### config.mk
export PLATFORM = sky130hd
export DESIGN_NAME = mred_queue
export DESIGN_NICKNAME = d
export VERILOG_FILES = /design/src/rtl/mred_pkg.sv /design/src/rtl/mred_queue.sv
export SDC_FILE = /design/constraint.sdc
export NUM_CORES = 1
export LEC_CHECK = 0
export ABC_AREA = 1
export ABC_CLOCK_PERIOD_IN_PS = 1500
export BUFFER_PORTS_ARGS = -buffer_cell sky130_fd_sc_hd__buf_2
export CORE_UTILIZATION = 44
export DETAILED_ROUTE_END_ITERATION = 7
export PLACE_DENSITY = 0.66
export SETUP_SLACK_MARGIN = 0.4
export SYNTH_ARGS = -nofsm -noshare
export SYNTH_HDL_FRONTEND = slang
export SYNTH_SLANG_ARGS = --single-unit
### constraint.sdc
create_clock -name clk -period 1.5 [get_ports clk]
set_input_delay 0.15 -clock clk [delete_from_list [all_inputs] [get_ports clk]]
set_output_delay 0.15 -clock clk [all_outputs]
set_load 0.1 [all_outputs]
### src/rtl/mred_pkg.sv
// shared types and constants for the modem response end detector
// no dependencies; imported by every rtl file except mred_if
package mred_pkg;

  // input operation codes
  localparam logic [1:0] OP_BYTE   = 2'd0;
  localparam logic [1:0] OP_ARM    = 2'd1;
  localparam logic [1:0] OP_CANCEL = 2'd2;
  localparam logic [1:0] OP_LOAD   = 2'd3;

  // configuration register indexes
  localparam logic [2:0] REG_FLAG_COUNT = 3'd0;
  localparam logic [2:0] REG_FLAG_LEN_A = 3'd1;

  // number of length registers, widths of the configuration port
  localparam int unsigned LEN_REGS = 5;
  localparam int unsigned CFG_IDX_W = 3;
  localparam int unsigned CFG_DATA_W = 6;

  // characters of interest
  localparam logic [7:0] CHAR_CR = 8'd13;
  localparam logic [7:0] CHAR_LF = 8'd10;
  localparam logic [7:0] CHAR_A  = 8'h41;
  localparam logic [7:0] CHAR_T  = 8'h54;

  // depth of the command queue between front and back
  localparam int unsigned QUEUE_DEPTH = 4;

  // default end flags, right justified, first character in the high byte
  localparam int unsigned DEF_MAX_CHARS = 11;
  localparam logic [8*DEF_MAX_CHARS-1:0] DEF_STR [LEN_REGS] = '{
    88'("OK"), 88'("ERROR"), 88'("+CMS ERROR:"), 88'("+CME ERROR:"), 88'("NO CARRIER")
  };
  localparam int unsigned DEF_LEN [LEN_REGS] = '{2, 5, 11, 11, 10};

  // command kinds handed from front to back
  typedef enum logic [2:0] {
    CMD_FEED,
    CMD_END,
    CMD_ARM,
    CMD_CANCEL,
    CMD_LOAD
  } cmd_kind_t;

  typedef struct packed {
    cmd_kind_t  kind;
    logic [7:0] data;
    logic       cr_first;
    logic [2:0] slot;
    logic [5:0] pos;
  } cmd_t;

  // reset contents of the flag store
  function automatic logic [7:0] default_char(input int unsigned slot, input int unsigned pos);
    logic [7:0] c;
    c = 8'h00;
    if (slot < LEN_REGS && pos < DEF_LEN[slot]) begin
      c = DEF_STR[slot][(DEF_LEN[slot] - 1 - pos) * 8 +: 8];
    end
    return c;
  endfunction

  function automatic logic [5:0] default_len(input int unsigned slot);
    return 6'(DEF_LEN[slot]);
  endfunction

endpackage

### src/rtl/mred_queue.sv
// short command queue decoupling the front end from the matcher
// depends on mred_pkg
module mred_queue import mred_pkg::*; (
  input  logic clk,
  input  logic rst,
  input  logic push,
  input  cmd_t push_cmd,
  output logic full,
  input  logic pop,
  output logic head_valid,
  output cmd_t head_cmd
);

  localparam int unsigned PTR_W = $clog2(QUEUE_DEPTH);
  localparam int unsigned CNT_W = $clog2(QUEUE_DEPTH + 1);

  cmd_t             entries [QUEUE_DEPTH];
  logic [PTR_W-1:0] wr_ptr;
  logic [PTR_W-1:0] rd_ptr;
  logic [CNT_W-1:0] count;
  logic             do_pop;

  assign full       = (count == CNT_W'(QUEUE_DEPTH));
  assign head_valid = (count != '0);
  assign head_cmd   = entries[rd_ptr];
  assign do_pop     = pop && head_valid;

  // storage
  always_ff @(posedge clk) begin
    if (push) begin
      entries[wr_ptr] <= push_cmd;
    end
  end

  // pointers and fill count
  always_ff @(posedge clk) begin
    if (rst) begin
      wr_ptr <= '0;
      rd_ptr <= '0;
      count  <= '0;
    end else begin
      if (push) begin
        wr_ptr <= wr_ptr + PTR_W'(1);
      end
      if (do_pop) begin
        rd_ptr <= rd_ptr + PTR_W'(1);
      end
      if (push && !do_pop) begin
        count <= count + CNT_W'(1);
      end else if (!push && do_pop) begin
        count <= count - CNT_W'(1);
      end
    end
  end

endmodule

; ---- Word level (Yosys, flattened, before mapping)
; Memory sizes are Yosys's and may differ from the RTL's. A register that Yosys moved wholly into a read port is not among the register bits.
; Cells that the tools add are included.
[word_totals]
reg_bits = 7
n_memories = 1
mem_bits_rw = 84
elab_cells = 22
[memory_table]
columns = name, words, word_bits, rd, rd_ports_with_merged_regs, wr, line_no
row1 = entries, 4, 21, 1, 1, 1, mred_queue.sv:17  ; cmd_t entries [QUEUE_DEPTH];
[classes]
n_eq_ne = 1
n_mux = 6
addsub = 4
reduce_logical = 7
[ops]
columns = operator, n
row1 = 2-to-1 mux 3 bit, 2
row2 = adder 2 x 1 -> 2 bit (second input constant), 2
row3 = 2-to-1 mux 2 bit, 2
row4 = adder 3 x 1 -> 3 bit (second input constant), 1
row5 = == test 3 bit (second input constant), 1
row6 = logical AND 1 bit, 3
row7 = nonzero test 3 bit, 1
row8 = subtractor 3 x 1 -> 3 bit (second input constant), 1
row9 = logical NOT 1 bit, 2
row10 = 2-to-1 mux 1 bit, 2
row11 = nonzero test 2 bit, 1

; ---- Logic depth before layout (Yosys ltp)
; Gate-level depths: netlist of the first run.
[logic_depth]
ltp_word = 5
ltp_mapped = 12

; ---- Least setup slack after synthesis of the first run
; OpenSTA, ideal clock, no wires.
[synth_timing]
path_kind = register to output
start = reg count[0]
end = out full
path_buffers = 0
arrival_time_ns = 2.430
setup_slack_ns = -1.080
path_stages_with_launch = 2
cell_sequence = dfxtp_1 nor3_1
[synth_via]
elab_chain_len = 1
[synth_lines]
columns = element, line_no
row1 = start: declaration, mred_queue.sv:20  ; logic [CNT_W-1:0] count;
row2 = start signal: assignment, mred_queue.sv:49  ; count <= count + CNT_W'(1);
row3 = start signal: assignment, mred_queue.sv:51  ; count <= count - CNT_W'(1);
row4 = == test 3 bit, mred_queue.sv:23  ; assign full = (count == CNT_W'(QUEUE_DEPTH));
row5 = end: declaration, mred_queue.sv:8  ; output logic full,
; Every way passes these cells.

==> out/results.ini, run 1 <==
[yosys]
yosys_warnings=0
synth.top_cells.by_count=edfxtp_1 (84), nor2_1 (45), o21ai_0 (26)
synth_cell_types=22
yosys.area.top_type_share_pct=69.3
synth_flop_cell=edfxtp_1
yosysTopAreaCell=edfxtp_1
ys_seq_area_share_pct=74.3
syn_nets=298
synthArstFlopShare_pct=0
ys_seq_elements=93
avgSynthCellArea_sq_um=13.6
synth_area_leaders=edfxtp_1 (69%), dfxtp_1 (5.0%), nor2_1 (4.6%)
synth-edff-count=84
synthCells=267
syn_area_sq_um=3640
yosysMostFrequentCell=edfxtp_1

[power]
power.internal_mw=6.13
swShare_pct=44.2
power_density_nw_per_um2=1850
clock_power_share_pct=13.2
seq_power_share_pct=28.7
power_frac_comb_pct=58.1
netSwitchingPower_mw=4.85
peakVddDrop_mv=1.75
p_leak_nw=2.06

[route]
vias=2454
viasPerCell=5.29
drt_iter0_drc=124
dr.pass1.iters=4
drt_wl_total_microns=8430
drc=0
avgRoutedWirePerCell_microns=18.2
antenna_left=0

[sta]
whs_ns=0.0170
min_period_ns=1.70
final_max_slew_viol_count=0
fin_setup_tns_ns=-2.73
hold_viol=0
skew_ns=0.0134
fin_ws_ns=-0.197
fin_crit_sh_pct=113
finalSetupViolCount=24
worstMarginPinSlew_ns=0.344
rsz0062_at_grt=yes
relSlewSlack_pct=77.0
fmax_mhz=589

[global_routing]
antenna_found_initial=0
grtUsageTotal_pct=20.3
grt_overflow=0
grt_max_degree=22
grt_pass1_vias=2546
grt_pass1_wl_microns=12900

[finish]
final_nets=389
n_antenna_cell=0
finalNonFillerCells=464
drive_gt1_share_pct=61.9
areaGrowthSynthToFinish_pct=63.2
fin_area_sq_um=5940
fillers=464

[floorplanning]
rows=32
die_h_microns=92.9
io_pins=48
core_sq_um=7850
die_w_microns=92.9
dieArea_sq_um=8640
start_util_pct=46.4

[cts]
htreeDepth=3
clock_latency_ns=0.35
path_clk_slew_ns=0.09
cts.sinks=93
cts_made_buffers=9
cts_tree=done
cts_max_path_buffers=2
cts_root_buffer=clkbuf_8

[placed_design]
place_area_sq_um=5150
globalplace.congestion=0.749
dp_cells=424
port_buffers=47
hpwl_microns=4790

[setup_path]
startpoint_type=flop
cp.arrival_ns=1.55
critical_path_class=flop to output pin
end_kind=output pin
path_max_fanout=10
worstPathRequired_ns=1.35

[flow_run]
max_cap_viol_count=0

[outcome]
outcome=finished with violations
violations=negative setup slack

[min_path]
hold_path_class=input pin to flop

[worst max-delay path, cell delays in order, from the launching register on]
cell     delay (ns)
dfxtp_4        0.41
buf_12         0.16
nor2_1         0.29
o22ai_4        0.15
buf_12         0.19
[routing by layer]
metal  track usage, %  wire (microns)  vias up
met3             5.09             369       14
met4             7.05             149        0
met5                0               0        -
met1             25.6            3430     1238
met2             33.8            4490       47
li1                 -               -     1155
[layout make-up]
| type | count | area, sq um | share of cell area, % |
|---|---|---|---|
| clock inverters | 6 | 40.0 | 0.674 |
| multi-input cells | 145 | 1550 | 26.1 |
| inverters | 16 | 92.6 | 1.56 |
| well taps | 102 | 128 | 2.15 |
| repair buffers | 93 | 1280 | 21.6 |
| clock buffers | 9 | 124 | 2.09 |
| flip-flops and latches | 93 | 2720 | 45.8 |
[path summary, 6_finish.rpt]
check / endpoint / from / slack (ns) / cells after the start
setup reg to reg: count[2] / count[1] / -0.11 / 12
hold reg to reg: flop / rd_ptr[1] / 0.55 / 2
hold / removal: entries[1][14] / push_cmd[14] / 0.02 / 1
setup / recovery: head_cmd[7] / flop / -0.20 / 4
[power groups by stage]
stage	Clock, mW	Combinational, mW	Sequential, mW
floorplan	0	3.99	3.18
global placement	0	5.52	3.17
detailed placement	0	5.60	3.18
CTS	1.46	6.12	3.14
global route	1.57	6.64	3.17
finish	1.45	6.38	3.15
[flip-flops by register name, summed over array words and instances (netlist names), named ones only]
name     count
entries     84
count        3
wr_ptr       2
rd_ptr       2
[layout by cell type (no fill, tap or decap), types with 2 or more instances in the layout]
cell | synthesis | routed
buf_12 | 0 | 35
a21oi_1 | 5 | 2
buf_6 | 7 | 15
nand2_1 | 13 | 8
clkbuf_8 | 0 | 9
inv_2 | 2 | 3
inv_4 | 0 | 2
clkinvlp_4 | 0 | 7
nor2_1 | 45 | 26
o21ai_4 | 0 | 18
a21oi_2 | 0 | 2
o22ai_4 | 0 | 21
inv_1 | 13 | 5
dfxtp_4 | 0 | 4
buf_4 | 2 | 9
buf_16 | 0 | 4
nor2_4 | 0 | 4
ha_4 | 0 | 5
o21ai_2 | 0 | 19
buf_2 | 4 | 24
dfxtp_2 | 0 | 3
o21ai_1 | 19 | 7
clkbuf_16 | 0 | 3
nor2_2 | 3 | 18
edfxtp_1 | 84 | 84
buf_8 | 0 | 2
dfxtp_1 | 9 | 2
nand2_4 | 0 | 5
nand3_4 | 0 | 2
[logic make-up after synthesis]
family                     Yosys count  synth area share [%]
xor gates and xnor gates             1                 0.241
and+or+nand+nor                     67                  7.39
AOI/OAI and AO/OA                   71                  10.8
buffers and inverters               29                  4.99
DFF                                 93                  74.3
adders and majority gates            6                  2.27
[stage by stage]
stage                     total power [mW]  setup WS [ns]  utilization [%]
after floorplan                       7.17         -0.195                -
after global placement                8.69        -0.0330             65.6
after detailed placement              8.78         -0.119             65.6
after CTS                             10.7         -0.157             73.1
after global routing                  11.4         -0.243             75.7
final                                 11.0         -0.197             75.7
[timing repair]
action,in CTS,in global routing
buffers inserted,15,2
endpoints found under the hold margin,0,4
hold buffers,0,1
resized for setup,53,28
setup endpoints to repair,107,115
gates cloned,4,3
pin swaps,6,3
(Power assumes the default switching activity.)
==> inputs of run 2 (changes only) <==
--- a/config.mk
+++ b/config.mk
@@ -11,7 +11,7 @@
 export CORE_UTILIZATION = 44
 export DETAILED_ROUTE_END_ITERATION = 7
 export PLACE_DENSITY = 0.66
-export SETUP_SLACK_MARGIN = 0.4
+export SETUP_SLACK_MARGIN = 0.05
 export SYNTH_ARGS = -nofsm -noshare
 export SYNTH_HDL_FRONTEND = slang
 export SYNTH_SLANG_ARGS = --single-unit
==> out/results.ini, run 2 (synthesis gave the netlist of run 1 again) <==
[global_routing]
antenna_found_initial=0
grt_pass1_wl_microns=13100
grt_overflow=0
grtUsageTotal_pct=20.7
grt_pass1_vias=2452
grt_max_degree=43

[cts]
cts_tree=done
htreeDepth=3
cts_made_buffers=9
cts_max_path_buffers=2
clock_latency_ns=0.37
cts_root_buffer=clkbuf_8
path_clk_slew_ns=0.09
cts.sinks=93

[route]
drc=0
vias=2495
antenna_left=0
viasPerCell=5.41
avgRoutedWirePerCell_microns=20.5
drt_wl_total_microns=9460
dr.pass1.iters=4
drt_iter0_drc=160

[sta]
hold_viol=0
min_period_ns=1.77
final_max_slew_viol_count=0
fmax_mhz=566
skew_ns=0.0195
relSlewSlack_pct=81.9
whs_ns=0.00115
fin_crit_sh_pct=118
worstMarginPinSlew_ns=0.270
fin_ws_ns=-0.267
finalSetupViolCount=23
rsz0062_at_grt=yes

[power]
power_mw=11.9
power.internal_mw=6.85
peakVddDrop_mv=1.43
swShare_pct=42.4
clock_power_share_pct=18.4
seq_power_share_pct=26.4
netSwitchingPower_mw=5.05
power_frac_comb_pct=55.2
p_leak_nw=2.09
power_density_nw_per_um2=1990

[floorplanning]
die_h_microns=92.9
start_util_pct=46.4
io_pins=48
rows=32
core_sq_um=7850
die_w_microns=92.9
dieArea_sq_um=8640

[placed_design]
globalplace.congestion=0.698
place_area_sq_um=4770
port_buffers=47
hpwl_microns=4640
preCtsSetupSlack_ns=-0.0668

[finish]
regMostFlops=entries
layout_commonest_cell=edfxtp_1
largest_reg_flops=84
top_regs=entries: 84 flops, count: 3 flops
n_antenna_cell=0
drive_gt1_share_pct=59.9
final_nets=385
areaGrowthSynthToFinish_pct=64.2
final_cell_mix=edfxtp_1 (84), buf_12 (31), nor2_4 (24), buf_2 (24)
fin_area_sq_um=5970
finish.utilization_pct=76.1

[outcome]
violations=negative setup slack
outcome=finished with violations

[min_path]
hold_path_class=input pin to flop
min-delay-start=push_cmd[1]

[setup_path]
path_max_fanout=5
end_kind=output pin
cp.arrival_ns=1.62
r2r_start=count[1]
critical_path_class=flop to output pin
worstPathRequired_ns=1.35
startpoint_type=flop

[flow_run]
max_cap_viol_count=0

-- run 2: changes by cell type in the layout (fill, tap and decap cells not counted), sizes merged --
cell	previous run	this run
bufinv	0	4
inv	12	16
clkinvlp	7	1
buf	89	79
dlygate4sd3	1	6
-- run 2: layout make-up --
| class | instances | area, sq um |
|---|---|---|
| sequential | 93 | 2720 |
| fill | 438 | 1870 |
| multi-input combinational | 145 | 1600 |
| timing repair buffer | 88 | 1150 |
| clock inverter | 7 | 145 |
| tap | 102 | 128 |
| clock buffer | 9 | 124 |
| inverter | 16 | 93.8 |
| timing repair inverter | 1 | 16.3 |
-- run 2: per-layer routing --
metal | wire [microns] | up-vias | part of all wire [%] | track usage [%]
li1 | - | 1150 | - | -
met1 | 4070 | 1274 | 43 | 26.8
met2 | 4970 | 63 | 53 | 34.1
met3 | 321 | 8 | 3.4 | 4.19
met4 | 97 | 0 | 1.0 | 8.21
met5 | 0 | - | 0 | 0
-- run 2: metrics by stage --
step	std cells	TNS, ns
after CTS	451	-3.56
final	461	-4.29
after global placement	423	-0.0292
after detailed placement	423	-0.0846
after floorplan	267	-0.553
after global routing	461	-5.48
-- run 2: power groups by stage --
stage | clock (mW) | sequential, mW | combinational, mW
2_1_floorplan | 0 | 3.15 | 3.60
3_3_place_gp | 0 | 3.16 | 5.12
3_5_place_dp | 0 | 3.17 | 5.18
4_1_cts | 2.19 | 3.15 | 5.73
5_1_grt | 2.30 | 3.16 | 6.81
6_report | 2.19 | 3.15 | 6.57
-- run 2: worst paths after layout --
path                                       to  slack [ns]  cells after the start
worst max-delay path             head_cmd[13]       -0.27                      5
worst min-delay path            entries[1][1]       0.001                      1
worst max register to register       count[2]       -0.04                     12
worst min register to register           flop        0.51                      2
-- run 2: timing repair --
action                                  4_1_cts  5_1_grt
endpoints found under the setup margin       25       25
setup buffers                                 3        5
pin swaps                                    17       20
gates cloned                                  4        4
gates resized for setup                      63      103
hold endpoints to repair                     18        4
hold buffers                                  5        1
-- run 2: worst max-delay path, stage by stage, from the launching register on --
cell       delay, ns
dfxtp_4         0.39
buf_12          0.15
clkbuf_16       0.17
o21ai_4         0.08
o22ai_4         0.24
buf_12          0.21
==> inputs of run 3 (changes only) <==
--- a/config.mk
+++ b/config.mk
@@ -6,12 +6,13 @@
 export NUM_CORES = 1
 export LEC_CHECK = 0
 export ABC_AREA = 1
-export ABC_CLOCK_PERIOD_IN_PS = 1500
+export ABC_CLOCK_PERIOD_IN_PS = 1700
 export BUFFER_PORTS_ARGS = -buffer_cell sky130_fd_sc_hd__buf_2
 export CORE_UTILIZATION = 44
 export DETAILED_ROUTE_END_ITERATION = 7
-export PLACE_DENSITY = 0.66
+export PLACE_DENSITY = 0.64
 export SETUP_SLACK_MARGIN = 0.05
+export SLEW_MARGIN = 30
 export SYNTH_ARGS = -nofsm -noshare
 export SYNTH_HDL_FRONTEND = slang
 export SYNTH_SLANG_ARGS = --single-unit
==> constraint.sdc (replaced) <==
create_clock -name clk -period 1.7 [get_ports clk]
set_input_delay 0.17 -clock clk [delete_from_list [all_inputs] [get_ports clk]]
set_output_delay 0.17 -clock clk [all_outputs]
set_load 0.1 [all_outputs]
==> out/results.ini, run 3 (synthesis gave the netlist of run 1 again) <==
[outcome]
outcome=finished with violations
violations=negative setup slack

[finish]
top_regs=entries: 84 flops, count: 3 flops
final_cell_mix=edfxtp_1 (84), nor2_1 (45), o21ai_1 (40), buf_2 (26), buf_12 (26)
regMostFlops=entries
drive_gt1_share_pct=36.2
final_nets=360
areaGrowthSynthToFinish_pct=36.0
layout_commonest_cell=edfxtp_1
n_antenna_cell=0
fillers=606
largest_reg_flops=84

[setup_path]
path_max_fanout=42
cp.arrival_ns=1.54
rr_endpoint=count[2]
crit_end=head_cmd[1]
worstPathRequired_ns=1.53
crit_chain=inv_8, nor2_1, o22ai_4, buf_12
r2r_cells=12
startpoint_type=flop
rrSetupSlack_ns=0.09
critical_path_class=flop to output pin
crit_path_top_delay_cell=dfxtp_4
r2r_start=count[1]
end_kind=output pin
slowest_delay_ns=0.39

[sta]
fin_crit_sh_pct=100
min_period_ns=1.71
rsz0062_at_grt=yes
finalSetupViolCount=1
fin_ws_ns=-0.00608
skew_ns=0.0113
final_max_slew_viol_count=0
whs_ns=0.0221
relSlewSlack_pct=67.3
fmax_mhz=586
worstMarginPinSlew_ns=0.494
hold_viol=0

[route]
vias=2243
maxUsedRoutingLayer=met4
dr.pass1.iters=4
wl_met3_microns=240
viasPerCell=5.14
wl_met1_microns=2990
dr_wl_met2_microns=3630
antenna_left=0
drt_wl_total_microns=7010
drc=0
drt_iter0_drc=105
avgRoutedWirePerCell_microns=16.1

[global_routing]
grtUsageTotal_pct=18.2
grt_max_degree=43
grt_pass1_wl_microns=11500
grt_overflow=0
antenna_found_initial=0
grt_pass1_vias=2307

[cts]
cts.sinks=93
path_clk_slew_ns=0.09
cts_made_buffers=9
htreeDepth=3
clock_latency_ns=0.35
cts_max_path_buffers=2
cts_tree=done
cts_root_buffer=clkbuf_8

[power]
p_leak_nw=1.78
swShare_pct=43.8
power_density_nw_per_um2=1760
power.internal_mw=4.89
clock_power_share_pct=16.5
peakVddDrop_mv=1.02
netSwitchingPower_mw=3.82
power_frac_comb_pct=51.8
seq_power_share_pct=31.7

[floorplanning]
rows=32
io_pins=48
start_util_pct=46.4
dieArea_sq_um=8640
die_h_microns=92.9
core_sq_um=7850
die_w_microns=92.9

[placed_design]
hpwl_microns=4450
preCtsSetupSlack_ns=0.0805
globalplace.congestion=0.810
port_buffers=47

[min_path]
hold_path_class=input pin to flop

[flow_run]
max_cap_viol_count=0

==> run 3: cell count changes in the layout (fill, tap and decap cells not counted), moves of 17 or more <==
cell,before,now
nor2_4,24,1
o21ai_1,5,40
nor2_2,19,2
o21ai_2,17,0
nor2_1,5,45
o21ai_4,21,0
==> run 3: repair_timing <==
item,CTS,global route
cloned,0,0
endpoints found under the setup margin,21,23
hold buffers,0,0
gates resized for setup,25,9
pin swaps,1,4
setup buffers,2,5
==> run 3: worst max-delay path: cells and delay by family (launching register included) <==
kind            cells  cell delay [ns]
flops               1             0.39
simple gates        1             0.12
compound gates      1             0.22
buf+inv             2             0.42
==> run 3: power by group through the flow <==
stage	logic (mW)	registers, mW	clock network (mW)
2_1_floorplan	3.17	2.78	0
3_3_place_gp	4.31	2.83	0
3_5_place_dp	4.36	2.83	0
4_1_cts	4.43	2.78	1.46
5_1_grt	4.72	2.78	1.55
6_report	4.51	2.76	1.44
==> run 3: how the worst min path moves through the flow <==
stage	startpoint	end	cells after the start
CTS	push_cmd[13]	entries[1][13]	1
floorplan	rst	count[0]	1
global route	push_cmd[5]	entries[3][5]	1
global placement	push_cmd[6]	entries[3][6]	1
finish	rst	count[0]	2
detailed placement	push_cmd[13]	entries[1][13]	1
==> run 3: layer usage <==
layer | global-route usage (%) | up-vias
met4 | 8.08 | 0
li1 | - | 1093
met3 | 3.61 | 12
met1 | 22.2 | 1098
met5 | 0 | -
met2 | 31.1 | 40
==> run 3: final cells by class <==
class,instances,area [sq um],area share (%)
clock buffer,9,124,2.50
timing repair buffer,64,748,15.1
tap,102,128,2.58
clock inverter,7,73.8,1.49
inverter,16,72.6,1.47
multi-input combinational,145,1080,21.9
sequential,93,2720,54.9
==> run 3: stage by stage <==
step	power [mW]	utilization (%)	cell area [sq um]	TNS, ns	cells
finish	8.71	63.1	4950	-0.00608	436
detailed placement	7.19	59.5	4670	0	413
global route	9.04	63.1	4950	-0.715	436
floorplan	5.95	-	3960	-0.0365	267
CTS	8.67	62.4	4890	-0.0264	431
global placement	7.14	59.5	4670	0	413
