`src/rtl/mred_pkg.sv`:
```
// shared types and constants for the modem response end detector
// no dependencies; imported by every rtl file except mred_if
package mred_pkg;

  // input operation codes
  localparam logic [1:0] OP_BYTE   = 2'd0;
  localparam logic [1:0] OP_ARM    = 2'd1;
  localparam logic [1:0] OP_CANCEL = 2'd2;
  localparam logic [1:0] OP_LOAD   = 2'd3;

  // configuration register indexes
  localparam logic [2:0] REG_FLAG_COUNT = 3'd0;
  localparam logic [2:0] REG_FLAG_LEN_A = 3'd1;

  // number of length registers, widths of the configuration port
  localparam int unsigned LEN_REGS = 5;
  localparam int unsigned CFG_IDX_W = 3;
  localparam int unsigned CFG_DATA_W = 6;

  // characters of interest
  localparam logic [7:0] CHAR_CR = 8'd13;
  localparam logic [7:0] CHAR_LF = 8'd10;
  localparam logic [7:0] CHAR_A  = 8'h41;
  localparam logic [7:0] CHAR_T  = 8'h54;

  // depth of the command queue between front and back
  localparam int unsigned QUEUE_DEPTH = 4;

  // default end flags, right justified, first character in the high byte
  localparam int unsigned DEF_MAX_CHARS = 11;
  localparam logic [8*DEF_MAX_CHARS-1:0] DEF_STR [LEN_REGS] = '{
    88'("OK"), 88'("ERROR"), 88'("+CMS ERROR:"), 88'("+CME ERROR:"), 88'("NO CARRIER")
  };
  localparam int unsigned DEF_LEN [LEN_REGS] = '{2, 5, 11, 11, 10};

  // command kinds handed from front to back
  typedef enum logic [2:0] {
    CMD_FEED,
    CMD_END,
    CMD_ARM,
    CMD_CANCEL,
    CMD_LOAD
  } cmd_kind_t;

  typedef struct packed {
    cmd_kind_t  kind;
    logic [7:0] data;
    logic       cr_first;
    logic [2:0] slot;
    logic [5:0] pos;
  } cmd_t;

  // reset contents of the flag store
  function automatic logic [7:0] default_char(input int unsigned slot, input int unsigned pos);
    logic [7:0] c;
    c = 8'h00;
    if (slot < LEN_REGS && pos < DEF_LEN[slot]) begin
      c = DEF_STR[slot][(DEF_LEN[slot] - 1 - pos) * 8 +: 8];
    end
    return c;
  endfunction

  function automatic logic [5:0] default_len(input int unsigned slot);
    return 6'(DEF_LEN[slot]);
  endfunction

endpackage

```
`src/rtl/mred_if.sv`:
```
// channel interfaces of the modem response end detector
// item, result and configuration channels; no dependencies
interface mred_item_if;
  logic       valid;
  logic       ready;
  logic [1:0] op;
  logic [7:0] data_byte;
  logic [2:0] flag_slot;
  logic [5:0] char_pos;
  modport source(output valid, op, data_byte, flag_slot, char_pos, input ready);
  modport sink(input valid, op, data_byte, flag_slot, char_pos, output ready);
endinterface


```
`src/rtl/mred_front.sv`:
```
// front end: accepts item transactions, splits lines at cr lf, issues commands
// depends on mred_pkg and mred_item_if
module mred_front import mred_pkg::*; #(
  parameter int unsigned MAX_FLAGS  = 5,
  parameter int unsigned FLAG_CHARS = 63
) (
  input  logic         clk,
  input  logic         rst,
  mred_item_if.sink    rx,
  input  logic         q_full,
  output logic         push,
  output cmd_t         push_cmd
);

  logic cr_pending;
  logic cr_pending_next;
  logic accept;
  logic want_push;

  assign rx.ready = !q_full;
  assign accept   = rx.valid && rx.ready;
  assign push     = accept && want_push;

  // classify the item into a command
  always_comb begin
    push_cmd.kind     = CMD_FEED;
    push_cmd.data     = rx.data_byte;
    push_cmd.cr_first = 1'b0;
    push_cmd.slot     = rx.flag_slot;
    push_cmd.pos      = rx.char_pos;
    want_push         = 1'b0;
    cr_pending_next   = cr_pending;
    case (rx.op)
      OP_BYTE: begin
        if (cr_pending) begin
          want_push = 1'b1;
          if (rx.data_byte == CHAR_LF) begin
            push_cmd.kind   = CMD_END;
            cr_pending_next = 1'b0;
          end else if (rx.data_byte != CHAR_CR) begin
            // held cr goes into the line ahead of this byte
            push_cmd.cr_first = 1'b1;
            cr_pending_next   = 1'b0;
          end
        end else if (rx.data_byte == CHAR_CR) begin
          cr_pending_next = 1'b1;
        end else begin
          want_push = 1'b1;
        end
      end
      OP_ARM: begin
        push_cmd.kind = CMD_ARM;
        want_push     = 1'b1;
      end
      OP_CANCEL: begin
        push_cmd.kind = CMD_CANCEL;
        want_push     = 1'b1;
      end
      OP_LOAD: begin
        push_cmd.kind = CMD_LOAD;
        want_push     = ({1'b0, rx.flag_slot} < 4'(MAX_FLAGS)) &&
                        ({1'b0, rx.char_pos} < 7'(FLAG_CHARS));
      end
      default: begin
        want_push = 1'b0;
      end
    endcase
  end

  // held carriage return
  always_ff @(posedge clk) begin
    if (rst) begin
      cr_pending <= 1'b0;
    end else if (accept) begin
      cr_pending <= cr_pending_next;
    end
  end

endmodule

```
`src/flat_wrapper.sv`:
```
// flat-port wrapper written by rule: the top's interface ports become plain ports
module mred_front_flat import mred_pkg::*;
#(
  parameter int unsigned MAX_FLAGS  = 5,
  parameter int unsigned FLAG_CHARS = 63
)
  (clk, rst, q_full, push, push_cmd, rx_valid, rx_op, rx_data_byte, rx_flag_slot, rx_char_pos, rx_ready);
  mred_item_if rx_i ();
  input  logic clk;
  input  logic rst;
  input  logic q_full;
  output logic push;
  output cmd_t push_cmd;
  input wire logic [$bits(rx_i.valid)-1:0] rx_valid;
  input wire logic [$bits(rx_i.op)-1:0] rx_op;
  input wire logic [$bits(rx_i.data_byte)-1:0] rx_data_byte;
  input wire logic [$bits(rx_i.flag_slot)-1:0] rx_flag_slot;
  input wire logic [$bits(rx_i.char_pos)-1:0] rx_char_pos;
  output wire logic [$bits(rx_i.ready)-1:0] rx_ready;
  assign rx_i.valid = rx_valid;
  assign rx_i.op = rx_op;
  assign rx_i.data_byte = rx_data_byte;
  assign rx_i.flag_slot = rx_flag_slot;
  assign rx_i.char_pos = rx_char_pos;
  assign rx_ready = rx_i.ready;
  mred_front #(.MAX_FLAGS(MAX_FLAGS), .FLAG_CHARS(FLAG_CHARS)) u_core (.clk(clk), .rst(rst), .rx(rx_i), .q_full(q_full), .push(push), .push_cmd(push_cmd));
endmodule
```
`config.mk`:
```
export PLATFORM = sky130hd
export DESIGN_NAME = mred_front_flat
export DESIGN_NICKNAME = d
export VERILOG_FILES = /design/src/rtl/mred_pkg.sv /design/src/rtl/mred_if.sv /design/src/rtl/mred_front.sv /design/src/flat_wrapper.sv
export SDC_FILE = /design/constraint.sdc
export NUM_CORES = 1
export LEC_CHECK = 0
export ABC_AREA = 1
export BUFFER_PORTS_ARGS = -buffer_cell sky130_fd_sc_hd__buf_2
export CORE_AREA = 2 2 39 41
export DETAILED_ROUTE_END_ITERATION = 16
export DIE_AREA = 0 0 41 43
export HOLD_SLACK_MARGIN = 0.06
export PLACE_DENSITY_LB_ADDON = 0.05
export SLEW_MARGIN = 25
export SYNTH_ARGS = -nofsm -noshare
export SYNTH_HDL_FRONTEND = slang
export SYNTH_SLANG_ARGS = --single-unit
```
`constraint.sdc`:
```
create_clock -name clk -period 2.1 [get_ports clk]
set_input_delay 0.42 -clock clk [delete_from_list [all_inputs] [get_ports clk]]
set_output_delay 0.42 -clock clk [all_outputs]
set_load 0.1 [all_outputs]
```
After elaboration in Yosys (flattened, before gate mapping)
Cells that the tools add are included.
- register bits: 1
- input port bits: 23
- output and inout port bits: 23
- logic and storage cells: 30
- $lt $le $gt $ge: 2
- eq/ne operators: 6
- muxes and demuxes: 14
- reduce and logical (&&, ||, !) cells: 7
- operators with widths (kind ; number):
    $eq A8 B4 Y1 const B ; 2
    $pmux W3 S4 ; 1
    $mux W1 ; 11
    $ne A8 B4 Y1 const B ; 1
    $lt A6 B6 Y1 const B ; 1
    $eq A2 B2 Y1 const B ; 2
    $logic_and A1 B1 Y1 ; 3
    $lt A3 B3 Y1 const B ; 1
    $mux W3 ; 1
    $pmux W1 S3 ; 1
    $eq A2 B1 Y1 const B ; 1
    $logic_not A2 Y1 ; 1
    $reduce_and A2 Y1 ; 1
    $reduce_or A2 Y1 ; 1
    $logic_not A1 Y1 ; 1

Depth between registers and ports, before layout
Gate-level depths: netlist of the first run.
- depth in word-level cells: 5
- depth in mapped cells: 7
- depth with buffers taken out: 7

Worst setup path before layout of the first run
OpenSTA, ideal clock, no wires.
- kind: input-to-output
- from: input port rx_op[0]
- to: output port push
- arrival: 2.807 ns
- data required time: 1.680 ns
- setup slack: -1.127 ns
- stages on the path: 5
- buffers on the path: 0
- cells stage by stage: inv_1 > ha_1 > or2_1 > a21oi_1 > nor2_1
- word-level cells in the longest chain between the ends: 4
- elaborated cells on any way between the ends: 7
- classes of those cells: 3 x eq/ne; 1 x mux; 3 x reduce/logical
- RTL lines (element ; line ; text):
    start: declaration ; flat_wrapper.sv:15 ; input wire logic [$bits(rx_i.op)-1:0] rx_op;
    $eq A2 B1 Y1 / $eq A2 B2 Y1 (equally long branches) ; mred_front.sv:33 ; case (rx.op)
    $reduce_or A2 Y1 (no line) ; - ;
    $pmux W1 S3 * ; mred_front.sv:33 ;
    $logic_and A1 B1 Y1 * ; mred_front.sv:22 ; assign push = accept && want_push;
    end: declaration ; flat_wrapper.sv:12 ; output logic push;
Every way passes the cells marked *; elsewhere a longest branch is shown, timed or not.

Final worst setup path of the first run
Ends and elaborated chain as after synthesis.

==> impl_results.md, run 1 <==
- Max-cap violations: 0
- Final hold vios: 0
- Pleak: between 0.3 and 0.4 nW
- Status: finished clean
- FF-to-FF Start: u_core.cr_pending
- Routed wire length on met2: between 300 and 400 um
- Actual slew at the worst max-slew pin: 0.489 ns
- Routed met3 length: roughly 85 um
- Hold buffers post-CTS: 0
- GRT Total Usage: 0.0880
- Clk Latency, worst-skew pair: 0 ns
- Compound-Gate Fraction of Synth Area: 0.0603
- First-pass GRT wire length: approximately 1.2 mm
- Slowest CP cell: ha_2
- Total congestion overflow: 0
- Max layer used: met3
- GP Congestion: approximately 0.73
- Initial Util: 0.285
- Largest regs: u_core.cr_pending (1)
- ANT cells: 0
- Worst Hold Class: register to register
- Power density cells: 477 nW/um^2
- Synth Area in XOR/XNOR: 0
- Setup crit start: rx_op[0]
- Startpoint Class: input pin
- Die Y-Extent: 43 um
- RSZ-0062 raised after global routing: no
- Synthesized area: between 300 and 400 um^2
- Post-Synth Simple-Gate Area: 0.333
- Drc violations: 0
- WL/cell: roughly 6.6 um
- Post-DP HPWL: between 700 and 800 um
- Period utilisation layout: 0.955
- Core ar.: about 1400 um^2
- Largest register by flop count: u_core.cr_pending
- Final Instance Count excl. Fillers: between 100 and 150
- Cell variety after synth: 17
- Worst endpoint data arrival time: 1.58 ns
- Crit path cell chain: buf_2 -> inv_1 -> ha_2 -> or2_1 -> a21oi_1 -> nor2_4 -> buf_4
- Hold depth: 2
- Synth Area in Adders: 0.127
- WHS: 0.514 ns
- Routed Antenna Nets: 0
- Critical path's largest stage delay: ~0.28 ns
- Worst path required time: between 1.5 and 2 ns
- Syn avg cell area: between 5 and 6 um^2
- Max Freq: roughly 0.50 GHz
- Largest net degree at the start of global routing: 5
- # rows: 14
- Placed cell count: 110
- Port bufs: between 40 and 50
- Slew HR: 0.676
- Initial antenna violation count: 0
- Cells after synthesis: 66
- Flip-flop count of the largest register after layout: 1
- Routed WL: between 700 and 800 um
- Min-delay src: u_core.cr_pending
- Crit. End Element: output port
- Post-CTS setup buffer count: 0
- Initial DRC Count: 5
- Fin crit period: about 2.0 ns
- # nets final: roughly 120
- Clock skew: 0 ns
- Vias in the first global route: 338
- IO Pins: 46
- Drt via density: about 4
- Die X: between 40 and 50 um
- Mux cell area share after synthesis: 0
- Via Count: between 400 and 500
- Worst-case reg-to-reg path depth: 2
- Fill cells: 160
- Syn_nets: between 90 and 100
- Final setup viols: 0
- Sequential cell area fraction in the yosys report: 0.0508
- Syn-to-layout area delta: 44.1%
- Critical path type: input pin to output port
- FF+latch count, synth: 1
- Share of layout cells above drive strength 1: 0.585
- Die Area: ~1800 um^2
- Fin. max-slew vios: 0
- Register Area: 20.0 um^2
- Post-CTS sizing: 0
- Clock-pin transition on the worst setup and hold timing paths: 0 ns
- VDD IR max: between 0.2 and 0.25 mV
- Detailed Routing Iterations Pass 1: 4
- Critical path fanouts, max: 3
- Synth warnings: 0
- Largest family of logic cells by synthesized area: buffers and inverters
- Post-Route M1 WL: approximately 310 um
- Area occupied by multi-input gates: 229 um^2
logic make-up after synthesis:
| kind of cell | after synthesis |
|---|---|
| AND/OR/NAND/NOR | 29 |
| buffers and inverters | 28 |
| AO/OA/AOI/OAI | 4 |
| adder cells (fa/ha/maj) | 4 |
| flip-flops | 1 |
metrics by stage:
step                worst slack, ns  TNS, ns  cell area (um^2)  power, mW   util
floorplan                    -0.131   -0.131               418      0.247      -
global placement             0.0448        0               566      0.272  0.409
detailed placement           0.0224        0               566      0.272  0.409
CTS                          0.0212        0               566      0.272  0.409
global route                 0.0120        0               568      0.284  0.410
finish                       0.0950        0               568      0.271  0.410
per-layer routing:
metal	global-route usage	vias up
met5	0	-
met4	0	0
met3	0	0
met2	0.153	25
met1	0.124	178
li1	-	239
final cells by class:
class,count,share of cell area
inverter,11,0.0727
timing repair buffer,45,0.454
tap,16,0.0352
multi-input combinational,37,0.403
sequential,1,0.0352
power breakdown:
| group | switching (mW) | internal, mW | leakage [nW] |
|---|---|---|---|
| combinational | 0.207 | 0.0447 | 0.321 |
| sequential | 0.00000705 | 0.0194 | 0.00805 |
| clock | 0 | 0 | 0 |
final timing paths:
| path | endpoint | slack [ns] |
|---|---|---|
| max | push | 0.1 |
| min | u_core.cr_pending | 0.51 |
| max reg2reg | u_core.cr_pending | 1.43 |
| min reg2reg | u_core.cr_pending | 0.51 |
worst max-delay path, delay by kind of cell:
| kind | cells | cell delay [ns] |
|---|---|---|
| AND/OR/NAND/NOR | 2 | 0.25 |
| AO/OA/AOI/OAI | 1 | 0.21 |
| buffers and inverters | 3 | 0.43 |
| adder cells (fa/ha/maj) | 1 | 0.28 |
Yosys cell counts (all sizes together):
library cell	n	area (um^2)
nand2	10	40.0
or2	1	6.26
nand3	4	25.0
inv	10	37.5
ha	4	50.1
dfxtp	1	20.0
nor2	12	50.1
o21ai	2	13.8
buf	17	128
nor3	2	10.0
clkinv	1	3.75
a21oi	2	10.0
placed cells by master (no fill, tap or decap):
master    instances
nor3_4            1
buf_4             1
nand3_2           1
nand3_1           3
ha_2              2
nand2_1           9
o21ai_2           1
dfxtp_1           1
or2_1             1
buf_2            42
clkinv_1          1
nor2_2            2
nor3_1            1
buf_12            2
inv_2             1
nor2_4            1
o21ai_0           1
nand2_2           1
nor2_1            9
inv_1             9
ha_1              2
a21oi_1           2
No activity file was read; power rests on OpenSTA's default activity.
==> run 2: changes to the inputs <==
==> constraint.sdc (replaced) <==
create_clock -name clk -period 2.39 [get_ports clk]
set_input_delay 0.478 -clock clk [delete_from_list [all_inputs] [get_ports clk]]
set_output_delay 0.478 -clock clk [all_outputs]
set_load 0.1 [all_outputs]
==> run 2 against run 1 <==
  * Critical path depth is the same
  * Via count shrank 1.1%
  * Wire length grew 0.96%
  * Die area is the same
  * Setup slack gained 0.13 ns
  * Global-route usage shrank 0.78 points
  * Combinational power shrank 12%
  * Core utilization shrank 1.3 points
  * Worst hold slack gained 0.0066 ns
  * Register-to-register slack gained 0.28 ns
  * Largest power group unchanged
  * Highest routed layer unchanged
==> impl_results.md, run 2 (same netlist as run 1, synthesis figures left out) <==
- Worst path required time: between 1.5 and 2 ns
- GP Congestion: around 0.72
- Commonest non-fill, non-tap cells in the layout: buf_2, inv_1, nor2_1, nand2_1, nand3_1
- Status: finished clean
- Setup TNS: 0 ns
- ANT cells: 0
- Routed WL: approximately 730 um
- Slew HR: 0.675
- Clock skew: 0 ns
- Max Freq: approximately 0.46 GHz
- Power density cells: around 430 nW/um^2
- Flip-flop count of the largest register after layout: 1
- Final hold vios: 0
- WHS: 0.521 ns
- VDD IR max: between 0.15 and 0.2 mV
- Largest net degree at the start of global routing: 5
- Via Count: approximately 440
- Critical path type: input pin to output port
- Syn-to-layout area delta: 39.7%
- Die Area: 1760 um^2
- Period utilisation layout: 0.906
- GRT Total Usage: 0.0802
- Crit. End Element: output port
- Fill cells: approximately 170
- RSZ-0062 raised after global routing: no
- Actual slew at the worst max-slew pin: 0.491 ns
- Critical path fanouts, max: 3
- Total congestion overflow: 0
- Core ar.: between 1000 and 1500 um^2
- Initial Util: 0.285
- Post-CTS setup buffer count: 0
- Fin. max-slew vios: 0
- Max-cap violations: 0
- Vias in the first global route: about 320
- Routed Antenna Nets: 0
- Post-CTS sizing: 0
- Drt via density: 3.97
- Startpoint Class: input pin
- Pleak: 0.326 nW
- Clk Latency, worst-skew pair: 0 ns
- # nets final: around 120
- Port bufs: 45
- Fin crit period: roughly 2.2 ns
- Hold buffers post-CTS: 0
- # rows: 14
- Util after Layout: 0.398
- Initial antenna violation count: 0
- Initial DRC Count: 6
- Tot Pwr: between 200 and 250 uW
- Worst Hold Class: register to register
- Die Y-Extent: roughly 43 um
- Drc violations: 0
- Detailed Routing Iterations Pass 1: 4
- Largest register by flop count: u_core.cr_pending
- IO Pins: between 40 and 50
- Worst endpoint data arrival time: 1.69 ns
- First-pass GRT wire length: approximately 1.1 mm
- WL/cell: roughly 6.7 um
- Final setup viols: 0
- Die X: ~41 um
- Most common cell after layout, fill and taps aside: buf_2
- Share of layout cells above drive strength 1: 0.585
- Clock-pin transition on the worst setup and hold timing paths: 0 ns
- Largest regs: u_core.cr_pending (1)
## run 2: cell types whose count changed in the layout (fill, tap and decap cells not counted)
cell / before / now
buf_2: 42 / 44
buf_12: 2 / 1
buf_4: 1 / 0
## run 2: worst paths after layout
kind / depth (start not counted) / slack (ns) / endpoint / start
max: 7 / 0.22 / push / rx_op[0]
min: 2 / 0.52 / u_core.cr_pending / u_core.cr_pending
max reg2reg: 2 / 1.71 / u_core.cr_pending / u_core.cr_pending
min reg2reg: 2 / 0.52 / u_core.cr_pending / u_core.cr_pending
## run 2: final cells by class
cell class              count  area (um^2)  area share
repair buffers             45          240       0.436
multi-input cells          37          229       0.416
inverters                  11         41.3      0.0750
flip-flops and latches      1         20.0      0.0364
well taps                  16         20.0      0.0364
## run 2: critical path, stage by stage
cell     delay [ns]
buf_2          0.11
inv_1          0.09
ha_2           0.28
or2_1          0.20
a21oi_1        0.21
nor2_4         0.03
buf_2          0.29
## run 2: power by group
| part | internal (mW) | total, mW | switching (mW) |
|---|---|---|---|
| clock network | 0 | 0 | 0 |
| logic | 0.0386 | 0.221 | 0.182 |
| registers | 0.0170 | 0.0170 | 0.00000667 |
## run 2: layer usage
| metal | vias up | global-route usage | part of all wire |
|---|---|---|---|
| li1 | 238 | - | - |
| met1 | 176 | 0.102 | 0.42 |
| met2 | 23 | 0.147 | 0.45 |
| met3 | 0 | 0.00524 | 0.13 |
| met4 | 0 | 0 | 0 |
| met5 | - | 0 | 0 |
## run 2: per-stage QoR
stage	cell area, um^2	instances	worst slack, ns
final	551	110	0.224
after floorplan	418	66	0.0428
after detailed placement	551	110	0.211
after CTS	551	110	0.210
after global placement	551	110	0.218
after global routing	551	110	0.141
==> run 3: changes to the inputs <==
--- a/config.mk
+++ b/config.mk
@@ -12,7 +12,6 @@
 export DIE_AREA = 0 0 41 43
 export HOLD_SLACK_MARGIN = 0.06
 export PLACE_DENSITY_LB_ADDON = 0.05
-export SLEW_MARGIN = 25
 export SYNTH_ARGS = -nofsm -noshare
 export SYNTH_HDL_FRONTEND = slang
 export SYNTH_SLANG_ARGS = --single-unit
==> constraint.sdc (replaced) <==
create_clock -name clk -period 2.39 [get_ports clk]
set_input_delay 0.1195 -clock clk [delete_from_list [all_inputs] [get_ports clk]]
set_output_delay 0.1195 -clock clk [all_outputs]
set_load 0.1 [all_outputs]
==> run 3 against run 2 <==
  * Fmax grew 55%
  * Sequential cell count stayed put
  * Register-to-register slack gained 0.02 ns
  * Critical path type unchanged
  * Core utilization down 2.3 points
  * Sequential power hardly changed
  * Highest routed layer unchanged
  * Sequential share of layout area is 0.22 points higher
  * Combinational power fell by 2%
  * Wire length grew 3.3%
  * Global-route usage up 0.19 points
==> impl_results.md, run 3 (same netlist as run 1, synthesis figures left out) <==
- Status: finished clean
- Final instance area: ~520 um^2
- DP Worst Slack: ~0.99 ns
- Fin. max-slew vios: 0
- Flip-flop count of the largest register after layout: 1
- Power density cells: 448 nW/um^2
- Initial antenna violation count: 0
- Fill cells: roughly 160
- WHS: about 0.28 ns
- Port bufs: 45
- GP Congestion: about 0.66
- Die Area: 1760 um^2
- Core ar.: ~1400 um^2
- Via Count: roughly 430
- CP delay by family, top: buffers and inverters
- WL/cell: slightly below 7 um
- Critical path's largest stage delay: 0.42 ns
- Crit path cell chain: buf_2 -> inv_1 -> ha_1 -> inv_1 -> nor2_1 -> nand3_1 -> nand2_1 -> nor2_2 -> buf_2
- Setup TNS: 0 ns
- Part of the power in combinational logic: 0.927
- Routed WL: 758 um
- Final hold vios: 0
- Post-place instance area: around 520 um^2
- Sequential Power Share: 0.073
- Post-CTS sizing: 0
- Die Y-Extent: 43 um
- Crit. End Element: output port
- Slew HR: 0.676
- Clk Latency, worst-skew pair: 0 ns
- IO Pins: between 40 and 50
- Vias in the first global route: ~300
- Total congestion overflow: 0
- Hold buffers post-CTS: 0
- Detailed Routing Iterations Pass 1: 2
- Largest net degree at the start of global routing: 5
- Clock-pin transition on the worst setup and hold timing paths: 0 ns
- First-pass GRT wire length: 1.11 mm
- Pleak: around 0.32 nW
- Worst Hold Class: input pin to register
- Post-CTS setup buffer count: 0
- Initial DRC Count: 5
- Syn-to-layout area delta: 31.7%
- Largest regs: u_core.cr_pending (1)
- Critical path fanouts, max: 3
- Max-cap violations: 0
- Period utilisation layout: 0.585
- Initial Util: 0.285
- Routed Antenna Nets: 0
- Fin crit period: 1.40 ns
- Util after Layout: 0.375
- Worst path bufs/invs: 4
- RSZ-0062 raised after global routing: no
- Final Instance Count excl. Fillers: 110
- Share of layout cells above drive strength 1: 0.564
- Die X: around 40 um
- Slowest CP cell: buf_2
- Max Freq: between 0.7 and 0.8 GHz
- Clock skew: 0 ns
- GRT Total Usage: 0.0821
- ANT cells: 0
- Worst path required time: between 2 and 2.5 ns
- Clock Power Share: 0
- Worst endpoint data arrival time: between 1 and 1.5 ns
- Actual slew at the worst max-slew pin: slightly below 0.5 ns
- Commonest non-fill, non-tap cells in the layout: buf_2, inv_1, nor2_1, nand2_1, ha_1
- Most common cell after layout, fill and taps aside: buf_2
- # rows: 14
- Net Sw Frac: 0.776
- # nets final: between 100 and 150
- Final setup viols: 0
- VDD IR max: roughly 0.13 mV
- Drc violations: 0
- Placed cell count: 110
- Tot Pwr: approximately 230 uW
- Largest register by flop count: u_core.cr_pending
- Internal power: 52.2 uW
- Post-DP HPWL: just over 700 um
- Switching power: 180 uW
- Final WS setup: about 0.99 ns
- Critical path type: input pin to output port
- Drt via density: 3.86
- Startpoint Class: input pin
==> run 3: cell types whose count changed in the layout (fill, tap and decap cells not counted) <==
cell    delta
nor2_4     -1
buf_12     -1
ha_2       -2
buf_2      +1
nor2_2     +1
nor3_2     +1
ha_1       +2
nor3_4     -1
==> run 3: worst reg2reg max path, delay by kind of cell (launching register included) <==
kind            cells  cell delay, ns
flops               1            0.35
compound gates      2            0.24
==> run 3: path summary, 6_finish.rpt <==
path / slack [ns] / endpoint / from / cells after the start
max reg2reg: 1.73 / u_core.cr_pending / u_core.cr_pending / 2
min reg2reg: 0.51 / u_core.cr_pending / u_core.cr_pending / 2
max: 0.99 / push / rx_op[0] / 9
min: 0.28 / u_core.cr_pending / rst / 2
==> run 3: power groups by stage <==
stage	sequential, mW	combinational, mW	clock (mW)
6_report	0.0170	0.216	0
5_1_grt	0.0170	0.226	0
4_1_cts	0.0170	0.217	0
3_5_place_dp	0.0170	0.217	0
3_3_place_gp	0.0170	0.216	0
2_1_floorplan	0.0170	0.197	0
==> run 3: layout make-up <==
class / instances / area (um^2) / area share
inverters: 11 / 41.3 / 0.0795
multi-input cells: 37 / 213 / 0.410
repair buffers: 45 / 225 / 0.434
flip-flops and latches: 1 / 20.0 / 0.0386
well taps: 16 / 20.0 / 0.0386
==> run 3: metal layers <==
| layer | global-route usage | share of wire | vias to the layer above |
|---|---|---|---|
| met1 | 0.121 | 0.43 | 165 |
| met3 | 0 | 0.11 | 0 |
| li1 | - | - | 240 |
| met4 | 0 | 0 | 0 |
| met5 | 0 | 0 | - |
| met2 | 0.138 | 0.46 | 20 |
